**src/sv/eiec_pkg.sv**
```systemverilog
// Types and constants shared by the external interrupt edge controller.
package eiec_pkg;

    localparam int unsigned LINE_W = 19;
    localparam int unsigned GPIO_PINS = 12;
    localparam int unsigned SEL_WORDS = 3;

    typedef enum logic [1:0] {
        MODE_READ  = 2'd0,
        MODE_WRITE = 2'd1,
        MODE_GPIO  = 2'd2,
        MODE_LINE  = 2'd3
    } t_mode;

    localparam logic [11:0] OFF_RISE  = 12'h000;
    localparam logic [11:0] OFF_FALL  = 12'h004;
    localparam logic [11:0] OFF_SWT   = 12'h008;
    localparam logic [11:0] OFF_PEND  = 12'h00C;
    localparam logic [11:0] OFF_SEL0  = 12'h060;
    localparam logic [11:0] OFF_SEL1  = 12'h064;
    localparam logic [11:0] OFF_SEL2  = 12'h068;
    localparam logic [11:0] OFF_IMASK = 12'h080;
    localparam logic [11:0] OFF_EMASK = 12'h084;

    localparam logic [2:0] ACCESS_WORD = 3'd4;

    localparam logic [LINE_W-1:0] GROUP0 = 19'h00003;
    localparam logic [LINE_W-1:0] GROUP1 = 19'h0000C;
    localparam logic [LINE_W-1:0] GROUP2 = 19'h0FFF0;
    localparam logic [LINE_W-1:0] GROUP3 = 19'h60000;

    typedef struct packed {
        t_mode       mode;
        logic [11:0] offset;
        logic [2:0]  access_size;
        logic [31:0] write_data;
        logic [3:0]  port;
        logic [4:0]  line_index;
        logic        old_level;
        logic        new_level;
    } t_in_item;

    typedef struct packed {
        logic [31:0] read_data;
        logic        access_ok;
        logic [3:0]  irq_request;
    } t_out_item;

endpackage

```
**src/sv/eiec_if.sv**
```systemverilog
// Valid/ready channel interfaces for input and result items.
interface eiec_in_if;
    logic                valid;
    logic                ready;
    eiec_pkg::t_in_item  payload;

    modport source (output valid, output payload, input ready);
    modport sink   (input valid, input payload, output ready);
endinterface

interface eiec_out_if;
    logic                valid;
    logic                ready;
    eiec_pkg::t_out_item payload;

    modport source (output valid, output payload, input ready);
    modport sink   (input valid, input payload, output ready);
endinterface

```
**src/sv/external_interrupt_edge_controller.sv**
```systemverilog
// External interrupt edge controller: register file, edge detect and result buffer.
//
// Usage:
//   i_in carries items: bus read, bus write, gpio pin edge or direct line edge.
//   o_out returns one result per item: read_data, access_ok and the grouped
//   interrupt request taken from pending AND mask after the item is applied.
//   An item is accepted when valid and ready are both high at i_clk.
// Result: registered into the output register, or into the skid entry while that is full.
// Throughput: one item per cycle while the skid entry is empty; the register read-modify-write of the
//   pending bits completes in the accept cycle.
// Stall: a two-entry result buffer decouples the channels. With the output
//   register full and unread, one more item is taken into the skid entry;
//   i_in.ready drops only while the skid entry is occupied.
// Reset: i_rst_n low (synchronous) clears all enables, trigger, pending,
//   port selection words and masks, and empties the result buffer.
// Edges: gpio pins 0-11 route through the port selection nibbles; direct
//   lines cover 0-18. Line 16 may pend but drives no request bit.
module external_interrupt_edge_controller (
    input  logic                i_clk,
    input  logic                i_rst_n,
    eiec_in_if.sink             i_in,
    eiec_out_if.source          o_out
);

    localparam int unsigned LW = eiec_pkg::LINE_W;

    logic [LW-1:0] r_rise, r_fall, r_swt, r_pend, r_imask, r_emask;
    logic [31:0]   r_sel [eiec_pkg::SEL_WORDS];

    logic [LW-1:0] n_rise, n_fall, n_swt, n_pend, n_imask, n_emask;
    logic [31:0]   n_sel [eiec_pkg::SEL_WORDS];

    eiec_pkg::t_out_item r_out, r_skid, n_res;
    logic                r_out_vld, r_skid_vld;

    eiec_pkg::t_in_item  in_item;
    logic                acc, take;
    logic                bus_op, bus_ok, edge_rise, edge_fall;
    logic [31:0]         sel_word;
    logic [3:0]          sel_nib;
    logic [LW-1:0]       line_bit, pend_masked;
    logic                line_hit;

    assign in_item     = i_in.payload;
    assign i_in.ready  = !r_skid_vld;
    assign acc         = i_in.valid && i_in.ready;
    assign take        = o_out.valid && o_out.ready;
    assign o_out.valid = r_out_vld;
    assign o_out.payload = r_out;

    always_comb begin
        case (in_item.line_index[3:2])
            2'd0:    sel_word = r_sel[0];
            2'd1:    sel_word = r_sel[1];
            default: sel_word = r_sel[2];
        endcase
        sel_nib = sel_word[{in_item.line_index[1:0], 3'b000} +: 4];
    end

    always_comb begin
        bus_op    = (in_item.mode == eiec_pkg::MODE_READ) ||
                    (in_item.mode == eiec_pkg::MODE_WRITE);
        bus_ok    = (in_item.access_size == eiec_pkg::ACCESS_WORD) &&
                    (in_item.offset[1:0] == 2'b00);
        edge_rise = !in_item.old_level && in_item.new_level;
        edge_fall = in_item.old_level && !in_item.new_level;
        line_bit  = LW'(1) << in_item.line_index;
        line_hit  = 1'b0;

        n_rise  = r_rise;
        n_fall  = r_fall;
        n_swt   = r_swt;
        n_pend  = r_pend;
        n_imask = r_imask;
        n_emask = r_emask;
        n_sel   = r_sel;

        n_res.read_data = 32'd0;
        n_res.access_ok = 1'b1;

        case (in_item.mode)
            eiec_pkg::MODE_READ: begin
                if (!bus_ok) begin
                    n_res.access_ok = 1'b0;
                end else begin
                    case (in_item.offset)
                        eiec_pkg::OFF_RISE:  n_res.read_data = 32'(r_rise);
                        eiec_pkg::OFF_FALL:  n_res.read_data = 32'(r_fall);
                        eiec_pkg::OFF_SWT:   n_res.read_data = 32'(r_swt);
                        eiec_pkg::OFF_PEND:  n_res.read_data = 32'(r_pend);
                        eiec_pkg::OFF_SEL0:  n_res.read_data = r_sel[0];
                        eiec_pkg::OFF_SEL1:  n_res.read_data = r_sel[1];
                        eiec_pkg::OFF_SEL2:  n_res.read_data = r_sel[2];
                        eiec_pkg::OFF_IMASK: n_res.read_data = 32'(r_imask);
                        eiec_pkg::OFF_EMASK: n_res.read_data = 32'(r_emask);
                        default:             n_res.read_data = 32'd0;
                    endcase
                end
            end
            eiec_pkg::MODE_WRITE: begin
                if (!bus_ok) begin
                    n_res.access_ok = 1'b0;
                end else begin
                    case (in_item.offset)
                        eiec_pkg::OFF_RISE:  n_rise = in_item.write_data[LW-1:0];
                        eiec_pkg::OFF_FALL:  n_fall = in_item.write_data[LW-1:0];
                        eiec_pkg::OFF_SWT: begin
                            n_swt  = in_item.write_data[LW-1:0];
                            n_pend = r_pend | in_item.write_data[LW-1:0];
                        end
                        eiec_pkg::OFF_PEND:  n_pend = r_pend & ~in_item.write_data[LW-1:0];
                        eiec_pkg::OFF_SEL0:  n_sel[0] = in_item.write_data;
                        eiec_pkg::OFF_SEL1:  n_sel[1] = in_item.write_data;
                        eiec_pkg::OFF_SEL2:  n_sel[2] = in_item.write_data;
                        eiec_pkg::OFF_IMASK: n_imask = in_item.write_data[LW-1:0];
                        eiec_pkg::OFF_EMASK: n_emask = in_item.write_data[LW-1:0];
                        default: ;
                    endcase
                end
            end
            eiec_pkg::MODE_GPIO: begin
                line_hit = (32'(in_item.line_index) < eiec_pkg::GPIO_PINS) &&
                           (sel_nib == in_item.port);
            end
            default: begin
                line_hit = 32'(in_item.line_index) < LW;
            end
        endcase

        if (!bus_op && line_hit) begin
            if ((edge_rise && (r_rise & line_bit) != '0) ||
                (edge_fall && (r_fall & line_bit) != '0)) begin
                n_pend = r_pend | line_bit;
            end
        end

        pend_masked = n_pend & n_imask;
        n_res.irq_request = {(pend_masked & eiec_pkg::GROUP3) != '0,
                             (pend_masked & eiec_pkg::GROUP2) != '0,
                             (pend_masked & eiec_pkg::GROUP1) != '0,
                             (pend_masked & eiec_pkg::GROUP0) != '0};
    end

    always_ff @(posedge i_clk) begin
        if (!i_rst_n) begin
            r_rise  <= '0;
            r_fall  <= '0;
            r_swt   <= '0;
            r_pend  <= '0;
            r_imask <= '0;
            r_emask <= '0;
            for (int i = 0; i < int'(eiec_pkg::SEL_WORDS); i++) begin
                r_sel[i] <= '0;
            end
        end else if (acc) begin
            r_rise  <= n_rise;
            r_fall  <= n_fall;
            r_swt   <= n_swt;
            r_pend  <= n_pend;
            r_imask <= n_imask;
            r_emask <= n_emask;
            r_sel   <= n_sel;
        end
    end

    always_ff @(posedge i_clk) begin
        if (!i_rst_n) begin
            r_out_vld  <= 1'b0;
            r_skid_vld <= 1'b0;
        end else begin
            if (take) begin
                if (r_skid_vld) begin
                    r_out      <= r_skid;
                    r_skid_vld <= 1'b0;
                end else if (acc) begin
                    r_out <= n_res;
                end else begin
                    r_out_vld <= 1'b0;
                end
            end else if (acc) begin
                if (r_out_vld) begin
                    r_skid     <= n_res;
                    r_skid_vld <= 1'b1;
                end else begin
                    r_out     <= n_res;
                    r_out_vld <= 1'b1;
                end
            end
        end
    end

    a_skid_behind_out: assert property (@(posedge i_clk) disable iff (!i_rst_n)
        r_skid_vld |-> r_out_vld)
        else $error("skid entry held without output entry");

    a_stall_only_when_full: assert property (@(posedge i_clk) disable iff (!i_rst_n)
        !i_in.ready |-> (r_out_vld && r_skid_vld))
        else $error("input stalled with result buffer not full");

    a_bad_access_no_data: assert property (@(posedge i_clk) disable iff (!i_rst_n)
        (o_out.valid && !o_out.payload.access_ok) |-> (o_out.payload.read_data == 32'd0))
        else $error("rejected access returned data");

    a_pend_clear_all: assert property (@(posedge i_clk) disable iff (!i_rst_n)
        (acc && in_item.mode == eiec_pkg::MODE_WRITE && bus_ok &&
         in_item.offset == eiec_pkg::OFF_PEND && in_item.write_data[LW-1:0] == '1)
        |=> (r_pend == '0))
        else $error("pending not cleared by full write-one-to-clear");

    a_bad_access_keeps_state: assert property (@(posedge i_clk) disable iff (!i_rst_n)
        (acc && bus_op && !bus_ok) |=> ($stable(r_pend) && $stable(r_rise) && $stable(r_imask)))
        else $error("rejected access changed state");

endmodule

```
**src/flat_wrapper.sv**
```systemverilog
// flat-port wrapper written by rule: the top's interface ports become plain ports
module external_interrupt_edge_controller_flat 
  (i_clk, i_rst_n, i_in_valid, i_in_payload, i_in_ready, o_out_valid, o_out_payload, o_out_ready);
  eiec_in_if i_in_i ();
  eiec_out_if o_out_i ();
  input  logic i_clk;
  input  logic i_rst_n;
  input wire logic [$bits(i_in_i.valid)-1:0] i_in_valid;
  input wire logic [$bits(i_in_i.payload)-1:0] i_in_payload;
  output wire logic [$bits(i_in_i.ready)-1:0] i_in_ready;
  output wire logic [$bits(o_out_i.valid)-1:0] o_out_valid;
  output wire logic [$bits(o_out_i.payload)-1:0] o_out_payload;
  input wire logic [$bits(o_out_i.ready)-1:0] o_out_ready;
  assign i_in_i.valid = i_in_valid;
  assign i_in_i.payload = i_in_payload;
  assign i_in_ready = i_in_i.ready;
  assign o_out_valid = o_out_i.valid;
  assign o_out_payload = o_out_i.payload;
  assign o_out_i.ready = o_out_ready;
  external_interrupt_edge_controller u_core (.i_clk(i_clk), .i_rst_n(i_rst_n), .i_in(i_in_i), .o_out(o_out_i));
endmodule
```
**config.mk**
```make
export PLATFORM = sky130hd
export DESIGN_NAME = external_interrupt_edge_controller_flat
export DESIGN_NICKNAME = d
export VERILOG_FILES = /design/src/sv/eiec_pkg.sv /design/src/sv/eiec_if.sv /design/src/sv/external_interrupt_edge_controller.sv /design/src/flat_wrapper.sv
export SDC_FILE = /design/constraint.sdc
export NUM_CORES = 1
export LEC_CHECK = 0
export ABC_AREA = 1
export ABC_CLOCK_PERIOD_IN_PS = 13600
export BUFFER_PORTS_ARGS = -buffer_cell sky130_fd_sc_hd__buf_2
export CORE_ASPECT_RATIO = 1.1
export CORE_MARGIN = 4
export CORE_UTILIZATION = 65
export DETAILED_ROUTE_END_ITERATION = 7
export PLACE_DENSITY_LB_ADDON = 0.08
export SYNTH_ARGS = -nofsm -noshare
export SYNTH_HDL_FRONTEND = slang
export SYNTH_SLANG_ARGS = --single-unit
```
**constraint.sdc**
```tcl
create_clock -name i_clk -period 13.6 [get_ports i_clk]
set_clock_uncertainty 0.05 [all_clocks]
set_input_delay 2.72 -clock i_clk [delete_from_list [all_inputs] [get_ports i_clk]]
set_output_delay 2.72 -clock i_clk [all_outputs]
set_load 0.005 [all_outputs]
```
== After elaboration in Yosys (flattened, before gate mapping) ==
Cells that the tools add are included.

* Flip-flop bits (word level): 286
* Input port bits: 64
* Output and inout port bits: 39
* Word-level logic and storage cells: 110

* Order comparisons: 2
* Equality and inequality tests: 16
* Shifts and indexed selects: 2
* Muxes and demuxes: 24
* Bitwise logic cells: 9
* Reductions and logical operators: 40

{| class="wikitable"
|+ Operator list
! kind !! number
|-
| $pmux W32 S9 || 1
|-
| $mux W37 || 5
|-
| $mux W19 || 7
|-
| $reduce_bool A19 Y1 || 6
|-
| $and A19 B19 Y19 || 4
|-
| $mux W32 || 2
|-
| $pmux W32 S2 || 1
|-
| $or A19 B19 Y19 || 2
|-
| $pmux W19 S2 || 1
|-
| $eq A12 B7 Y1 const B || 3
|-
| $reduce_and A4 Y1 || 9
|-
| $shiftx A32 B6 Y4 || 1
|-
| $eq A12 B4 Y1 const B || 2
|-
| $eq A12 B8 Y1 const B || 2
|-
| $not A19 Y19 || 1
|-
| $shl A1 B5 Y19 const A || 1
|-
| $eq A12 B3 Y1 const B || 1
|-
| $logic_not A12 Y1 || 1
|-
| $logic_and A1 B1 Y1 || 9
|-
| $logic_not A2 Y1 || 3
|-
| $mux W1 || 6
|-
| $ne A2 B2 Y1 const B || 3
|-
| $lt A5 B4 Y1 const B || 1
|-
| $lt A5 B5 Y1 const B || 1
|-
| other kinds (12) || 20
|}

== Depth between registers and ports, before layout ==
Gate-level depths: netlist of run 1.

* Word-level depth: 13
* Mapped depth: 24
* Depth with buffers taken out: 21

== Worst setup path before layout of run 1 ==
Ideal clock, no wire load.

* Path type: input to register
* Start point: in i_rst_n
* End point: reg u_core.r_out, in the netlist u_core.o_out.payload[0], enable pin
* Data arrival time: 9.053 ns
* Data required time: 12.919 ns
* Setup slack: 3.866 ns
* Stages: 4
* Buffers on the path: 2
* Cell sequence: clkbuf_1 > inv_1 > clkbuf_1 > a2111oi_0

* Longest elaborated chain between the ends: 1

{| class="wikitable"
|+ Ends and longest elaborated chain
! item !! line !! source
|-
| start: declaration || flat_wrapper.sv:7 || <nowiki>input logic i_rst_n;</nowiki>
|-
| $reduce_and A4 Y1 (no source line) || n/a ||
|-
| end signal: assignment || external_interrupt_edge_controller.sv:173 || <nowiki>r_out <= r_skid;</nowiki>
|-
| end signal: assignment || external_interrupt_edge_controller.sv:176 || <nowiki>r_out <= n_res;</nowiki>
|-
| end signal: assignment || external_interrupt_edge_controller.sv:185 || <nowiki>r_out <= n_res;</nowiki>
|-
| end: declaration || external_interrupt_edge_controller.sv:33 || <nowiki>eiec_pkg::t_out_item r_out, r_skid, n_res;</nowiki>
|}

No other way between the ends.
A chain may end at the register's enable or synchronous reset.

== Worst setup path in the final report of run 1 ==
* Start point: in i_in_payload[46]
* End point: reg u_core.r_out, in the netlist u_core.o_out.payload[9] (data pin)

* Longest elaborated chain between the ends: 7
* Elaborated cells between the ends (all ways): 19
* Those cells by class: 8 x eq/ne; 8 x mux; 3 x reduce/logical

{| class="wikitable"
|+ Ends and longest elaborated chain
! item !! line !! source
|-
| start: declaration || flat_wrapper.sv:9 || <nowiki>input wire logic [$bits(i_in_i.payload)-1:0] i_in_payload;</nowiki>
|-
| $eq A12 B8 Y1, or another cell as far along || external_interrupt_edge_controller.sv:86 || <nowiki>case (in_item.offset)</nowiki>
|-
| $pmux W32 S9 / $logic_and A1 B1 Y1 (equally long branches) || external_interrupt_edge_controller.sv:86, external_interrupt_edge_controller.sv:63 ||
|-
| $mux W32 * || external_interrupt_edge_controller.sv:83 || <nowiki>if (!bus_ok) begin</nowiki>
|-
| $mux W32 * || external_interrupt_edge_controller.sv:81 || <nowiki>case (in_item.mode)</nowiki>
|-
| $mux W37 (on tied branches) || external_interrupt_edge_controller.sv:181, external_interrupt_edge_controller.sv:175 ||
|-
| $mux W37 (on tied branches) || external_interrupt_edge_controller.sv:180, external_interrupt_edge_controller.sv:172 ||
|-
| $mux W37 * || external_interrupt_edge_controller.sv:171 || <nowiki>if (take) begin</nowiki>
|}

Every way passes the cells marked *; elsewhere a longest branch is shown, timed or not. The select of a mux whose other input is x is not followed.

==> impl_metrics.py, run 1 <==
metrics = {
    "critical_path": {
        "cp_max_fo": 20,
        "rr_endpoint": "u_core.o_out.payload[2]",
        "crit_arrival_ns": 6.70,
        "path_cells": "buf_2 -> inv_1 -> nand2_1 -> nor2_1 -> nand2_1 -> inv_1 -> nand2_1 -> inv_1 -> nor4_1 -> nand4_1 -> nand2_1 -> clkinv_1 -> nand2_1 -> a21oi_1",
        "critPathKind": "input port to flop",
        "reg2reg_slack_ns": 10.38,
        "cpPeakStageDelay_ns": 0.68,
        "required_ns": 13.82,
        "crit_slowest_cell": "clkinv_1",
        "path_common_cell": "nand2_1",
        "critPathCapture": "u_core.o_out.payload[9]",
        "worstSetupStartpoint": "i_in_payload[46]",
        "worstRegToRegCells": 16,
        "timing.rr.start": "u_core.r_rise[0]",
        "end_kind": "flop",
        "critPathLaunchType": "input port",
    },
    "timing": {
        "fin_tns_setup_ns": 0,
        "worst_slew_pin_slew_ns": 1.09,
        "grt_setup_unrepaired": "no",
        "hold_slack_ns": 0.413,
        "drv_slew": 0,
        "final_hold_viol_count": 0,
        "clock.fmax_mhz": 154,
        "slew_headroom": 0.271,
        "setup_violations": 0,
        "period_minus_slack_ns": 6.48,
        "period_share": 0.477,
    },
    "worst_hold_path": {
        "hp-class": "flop to flop",
    },
    "place": {
        "hpwlAfterDp_mm": 30.7,
        "portBuffers": 102,
        "placed_cell_area_um2": 14200,
        "gp_congestion": 0.998,
    },
    "power_and_ir_drop": {
        "p_per_area_nw_per_um2": 121,
        "leakage_nw": 6.41,
        "ir_drop_v": 0.000173,
    },
    "clocking": {
        "clockBufferDepth": 3,
        "post_cts_buffers": 0,
        "cts.sinks": 286,
        "root_buffer": "clkbuf_16",
        "h-tree-depth": 1,
        "hold_buffers": 0,
        "tritoncts": "yes",
        "ctsResizeCount": 0,
        "cts_made_buffers": 29,
        "clk_latency_ns": 0.56,
        "path_clk_slew_ns": 0.06,
    },
    "die": {
        "die_h_um": 160,
        "std_cell_rows": 55,
        "die_w_um": 146,
        "coreArea_um2": 20600,
        "ios": 103,
        "die-area_um2": 23400,
        "initial_core_util": 0.663,
    },
    "global_routing": {
        "antenna_found_initial": 0,
        "grt_pass1_vias": 12400,
        "grtUsageTotal": 0.369,
        "grt_remaining_overflow": 0,
        "grt_pass1_wl_mm": 68.7,
        "grt_max_degree": 96,
    },
    "route": {
        "drt-wirelength-per-cell_um": 21.1,
        "drt_iter0_drc": 1698,
        "finalWirelength_mm": 45.1,
        "drc": 0,
        "via_per_inst": 6.28,
        "drt_pass1_iterations": 8,
        "postRouteAntennaNets": 0,
        "vias": 13400,
    },
    "yosys": {
        "ys_seq_area_frac": 0.473,
        "yosysTopAreaCell": "dfxtp_1",
        "ys_top_cells_by_count": "nand2_1, dfxtp_1, o21ai_0",
        "syn_area_um2": 13700,
        "synth_most_common_cell": "nand2_1",
        "synthesis.nets": 1882,
        "ys.flop_type": "dfxtp_1",
        "synth.distinct_cells": 43,
        "yosysWarnings": 0,
        "synth_seq_cells": 286,
        "synthTopCellsByArea": "dfxtp_1, edfxtp_1, nand2_1",
        "syn-instance-count": 1818,
        "async_reset_ff_frac": 0,
        "avgSynthCellArea_um2": 7.53,
        "synth_top_area_frac": 0.310,
        "synth-edff-count": 74,
    },
    "final_layout": {
        "final_area_um2": 15200,
        "area_delta_synth_final_pct": 11.1,
        "fin_nets": 1921,
        "drive_gt1_frac": 0.117,
    },
    "job": {
        "maxCapViolations": 0,
    },
    "status": {
        "status": "finished clean",
    },
}
[area by class of cell]
class | count | area, um2
diodes | 1 | 2.50
clock buffers | 36 | 793
clock inverters | 18 | 198
fillers | 1639 | 5450
inverters | 221 | 830
multi-input cells | 1200 | 5950
flip-flops and latches | 286 | 6470
well taps | 256 | 320
repair buffers | 119 | 641
[state kept, by name, summed over array words and instances, names as in the netlist, named ones only]
name / cells
u_core.r_skid_vld: 1
u_core.o_out.valid: 1
u_core.r_sel: 96
u_core.r_swt: 19
u_core.r_imask: 18
u_core.o_out.payload: 37
u_core.r_fall: 19
u_core.r_skid: 37
u_core.r_pend: 19
u_core.r_emask: 19
u_core.r_rise: 19
[cell families after synthesis]
group,after synthesis,synth area share
simple gates,626,0.187
compound gates,561,0.233
buf+inv,332,0.0965
flops,286,0.473
mux,13,0.0107
[per-layer routing]
layer | GRT usage | vias up | routed length [um]
met5 | 0 | - | 0
met4 | 0.186 | 0 | 2660
met3 | 0.0721 | 178 | 5100
met2 | 0.580 | 882 | 20100
met1 | 0.488 | 6113 | 17300
li1 | - | 6250 | -
[layout by cell type, fill, tap and decap left out, types with 16 or more instances in the layout]
master     netlist  final
o21ai_1         16     16
edfxtp_1        74     74
nor2_1         143    135
nand2_1        359    359
buf_2           17    101
o21ai_0        210    210
nand3_1         80     80
a211oi_1        21     21
a221oi_1        32     32
clkbuf_16        0     30
a21oi_1        200    200
inv_1          209    210
buf_4            4     18
dfxtp_1        212    212
o22ai_1         24     24
[stage by stage]
| step | util | std cells | power (W) | worst slack, ns |
|---|---|---|---|---|
| after floorplan | - | 1818 | 0.000977 | 3.87 |
| after global placement | 0.688 | 2082 | 0.00102 | 6.90 |
| after detailed placement | 0.688 | 2082 | 0.00102 | 6.74 |
| after CTS | 0.736 | 2136 | 0.00183 | 7.31 |
| after global routing | 0.736 | 2136 | 0.00189 | 6.90 |
| final | 0.736 | 2137 | 0.00183 | 7.12 |
[power by group]
group,switching [W],internal [W]
Sequential,0.00000441,0.000882
Combinational,0.0000869,0.0000325
Clock,0.000338,0.000489
Total,0.000429,0.00140
[critical path, delay by kind of cell]
kind | cells | cell delay (ns)
buffers and inverters | 5 | 1.43
AOI/OAI and AO/OA | 1 | 0.10
and+or+nand+nor | 8 | 2.44
[worst min-delay path by stage]
stage / start / endpoint / cells past startpoint / slack [ns]
finish: u_core.r_swt[1] / u_core.r_swt[1] / 2 / 0.41
global route: u_core.r_swt[18] / u_core.r_swt[18] / 2 / 0.43
CTS: u_core.r_swt[1] / u_core.r_swt[1] / 2 / 0.41
detailed placement: u_core.r_swt[1] / u_core.r_swt[1] / 2 / 0.40
global placement: u_core.r_swt[2] / u_core.r_swt[2] / 2 / 0.40
floorplan: flop / flop / 2 / 0.39
(Power assumes the default switching activity.)
==> run 2, diff against run 1 <==
--- a/config.mk
+++ b/config.mk
@@ -6,11 +6,11 @@
 export NUM_CORES = 1
 export LEC_CHECK = 0
 export ABC_AREA = 1
-export ABC_CLOCK_PERIOD_IN_PS = 13600
+export ABC_CLOCK_PERIOD_IN_PS = 6610
 export BUFFER_PORTS_ARGS = -buffer_cell sky130_fd_sc_hd__buf_2
 export CORE_ASPECT_RATIO = 1.1
 export CORE_MARGIN = 4
-export CORE_UTILIZATION = 65
+export CORE_UTILIZATION = 60
 export DETAILED_ROUTE_END_ITERATION = 7
 export PLACE_DENSITY_LB_ADDON = 0.08
 export SYNTH_ARGS = -nofsm -noshare
==> constraint.sdc (replaced) <==
create_clock -name i_clk -period 6.61 [get_ports i_clk]
set_clock_uncertainty 0.05 [all_clocks]
set_input_delay 1.322 -clock i_clk [delete_from_list [all_inputs] [get_ports i_clk]]
set_output_delay 1.322 -clock i_clk [all_outputs]
set_load 0.005 [all_outputs]
==> run 2 against run 1 <==
  * Core utilization shrank 5.3 points
  * Die area increased by 7.9%
  * Sequential share of layout area about the same
  * Hold slack better by 0.0071 ns
  * Via count up 0.22%
  * Largest cell class unchanged
  * Flip-flop and latch count stayed put
  * Critical endpoint is now u_core.o_out.payload[10]
  * Global-route usage is 1.9 points lower
==> impl_metrics.py, run 2 (synthesis gave the netlist of run 1 again) <==
metrics = {
    "clocking": {
        "clk_latency_ns": 0.56,
        "path_clk_slew_ns": 0.07,
        "h-tree-depth": 1,
        "post_cts_buffers": 0,
        "tritoncts": "yes",
        "root_buffer": "clkbuf_16",
        "cts_made_buffers": 29,
        "hold_buffers": 0,
        "ctsResizeCount": 0,
        "clockBufferDepth": 3,
        "cts.sinks": 286,
    },
    "place": {
        "dp_cells": 2123,
        "portBuffers": 102,
        "hpwlAfterDp_mm": 31.6,
        "dp_worst_setup_slack_ns": 1.43,
        "gp_congestion": 1.04,
    },
    "die": {
        "coreArea_um2": 22300,
        "std_cell_rows": 57,
        "die_h_um": 166,
        "die-area_um2": 25300,
        "initial_core_util": 0.615,
        "die_w_um": 152,
        "ios": 103,
    },
    "route": {
        "finalWirelength_mm": 46.0,
        "via_per_inst": 6.18,
        "drt_pass1_iterations": 7,
        "vias": 13500,
        "drt-wirelength-per-cell_um": 21.1,
        "drc": 0,
        "drt_iter0_drc": 1718,
        "postRouteAntennaNets": 0,
    },
    "timing": {
        "setup_violations": 0,
        "period_minus_slack_ns": 4.78,
        "grt_setup_unrepaired": "no",
        "hold_slack_ns": 0.420,
        "worst_slew_pin_slew_ns": 1.17,
        "slew_headroom": 0.203,
        "fin_tns_setup_ns": 0,
        "drv_slew": 0,
        "clock.fmax_mhz": 209,
        "setup_ws_ns": 1.83,
        "period_share": 0.723,
        "final_hold_viol_count": 0,
    },
    "critical_path": {
        "critPathLaunchType": "input port",
        "critPathTopFamily": "simple AND/OR/NAND/NOR gates",
        "path_buf_inv": 5,
        "path_common_cell": "nand2_1",
        "critPathKind": "input port to flop",
        "path_cells": "buf_2 -> inv_1 -> nand2_1 -> nor2_1 -> nand2_1 -> inv_1 -> nand2_1 -> inv_1 -> nor4_1 -> nand4_1 -> nand2_1 -> clkinv_1 -> nand2_1 -> a21oi_1",
        "end_kind": "flop",
        "cp_max_fo": 20,
        "crit_arrival_ns": 5.01,
        "crit_slowest_cell": "clkinv_1",
        "timing.rr.start": "u_core.r_skid_vld",
        "required_ns": 6.84,
        "worstRegToRegCells": 6,
        "reg2reg_slack_ns": 3.60,
        "cp_num_cells": 14,
        "rr_endpoint": "u_core.r_sel[85]",
        "cpPeakStageDelay_ns": 0.66,
    },
    "global_routing": {
        "grt_pass1_wl_mm": 70.9,
        "grt_remaining_overflow": 0,
        "grtUsageTotal": 0.349,
        "grt_max_degree": 101,
        "grt_pass1_vias": 12500,
        "antenna_found_initial": 0,
    },
    "power_and_ir_drop": {
        "ir_drop_v": 0.000242,
        "leakage_nw": 6.38,
        "p_per_area_nw_per_um2": 243,
    },
    "final_layout": {
        "fin_nets": 1923,
        "drive_gt1_frac": 0.115,
        "final_common_cell": "nand2_1",
        "largest_reg_flops": 96,
        "final_util": 0.683,
        "largest_register": "u_core.r_sel",
        "area_delta_synth_final_pct": 11.1,
        "final_cell_mix": "nand2_1, dfxtp_1, o21ai_0, inv_1, a21oi_1",
        "final_cells": 2177,
    },
    "worst_hold_path": {
        "min-delay-start": "u_core.r_swt[17]",
        "holdPathEnd": "u_core.r_swt[17]",
        "hp-class": "flop to flop",
        "min_path_cells": 2,
    },
    "status": {
        "status": "finished clean",
    },
    "job": {
        "maxCapViolations": 0,
    },
}
[run 2: changes by cell type in the layout (fill, tap and decap cells not counted)]
| cell | delta |
|---|---|
| bufinv_16 | -2 |
| clkinv_1 | +3 |
| clkbuf_1 | +4 |
| clkbuf_8 | +3 |
| inv_6 | -1 |
| nor2_2 | +2 |
| inv_1 | -1 |
| buf_4 | +2 |
| nor2_1 | -2 |
| clkbuf_16 | -1 |
| clkinv_2 | -6 |
[run 2: layout make-up]
class	count	area [um2]
Inverter	221	830
Antenna cell	1	2.50
Multi-Input combinational cell	1200	5950
Timing Repair Buffer	121	656
Tap cell	295	369
Fill cell	1941	7040
Clock inverter	11	106
Clock buffer	42	825
Sequential cell	286	6470
[run 2: stage by stage]
step                      power [W]  instance area, um2
after detailed placement    0.00210               14300
after global routing        0.00381               15200
after floorplan             0.00201               13700
after CTS                   0.00370               15200
final                       0.00369               15200
after global placement      0.00210               14300
[run 2: worst max path at each step]
stage                                          end              from  slack (ns)
after detailed placement  u_core.o_out.payload[10]  i_in_payload[46]        1.43
after global routing      u_core.o_out.payload[11]  i_in_payload[47]        1.53
final                     u_core.o_out.payload[10]  i_in_payload[46]        1.83
after CTS                 u_core.o_out.payload[10]  i_in_payload[46]        1.97
after global placement    u_core.o_out.payload[19]  i_in_payload[46]        1.53
after floorplan            u_core.o_out.payload[0]           i_rst_n        0.09
[run 2: tightest hold or removal path: cells and delay by family (launching register included)]
family / cells / cell delay [ns]
AND/OR/NAND/NOR: 1 / 0.05
flip-flops: 1 / 0.31
AO/OA/AOI/OAI: 1 / 0.06
[run 2: routing by layer]
| metal | GRT usage | vias to the layer above | part of all wire |
|---|---|---|---|
| li1 | - | 6239 | - |
| met1 | 0.477 | 6143 | 0.39 |
| met2 | 0.529 | 897 | 0.43 |
| met3 | 0.0623 | 174 | 0.11 |
| met4 | 0.189 | 0 | 0.060 |
| met5 | 0 | - | 0 |
[run 2: power breakdown]
part	internal [W]	switching, W
Combinational	0.0000663	0.000178
Clock	0.000938	0.000687
Sequential	0.00181	0.00000962
Total	0.00282	0.000875
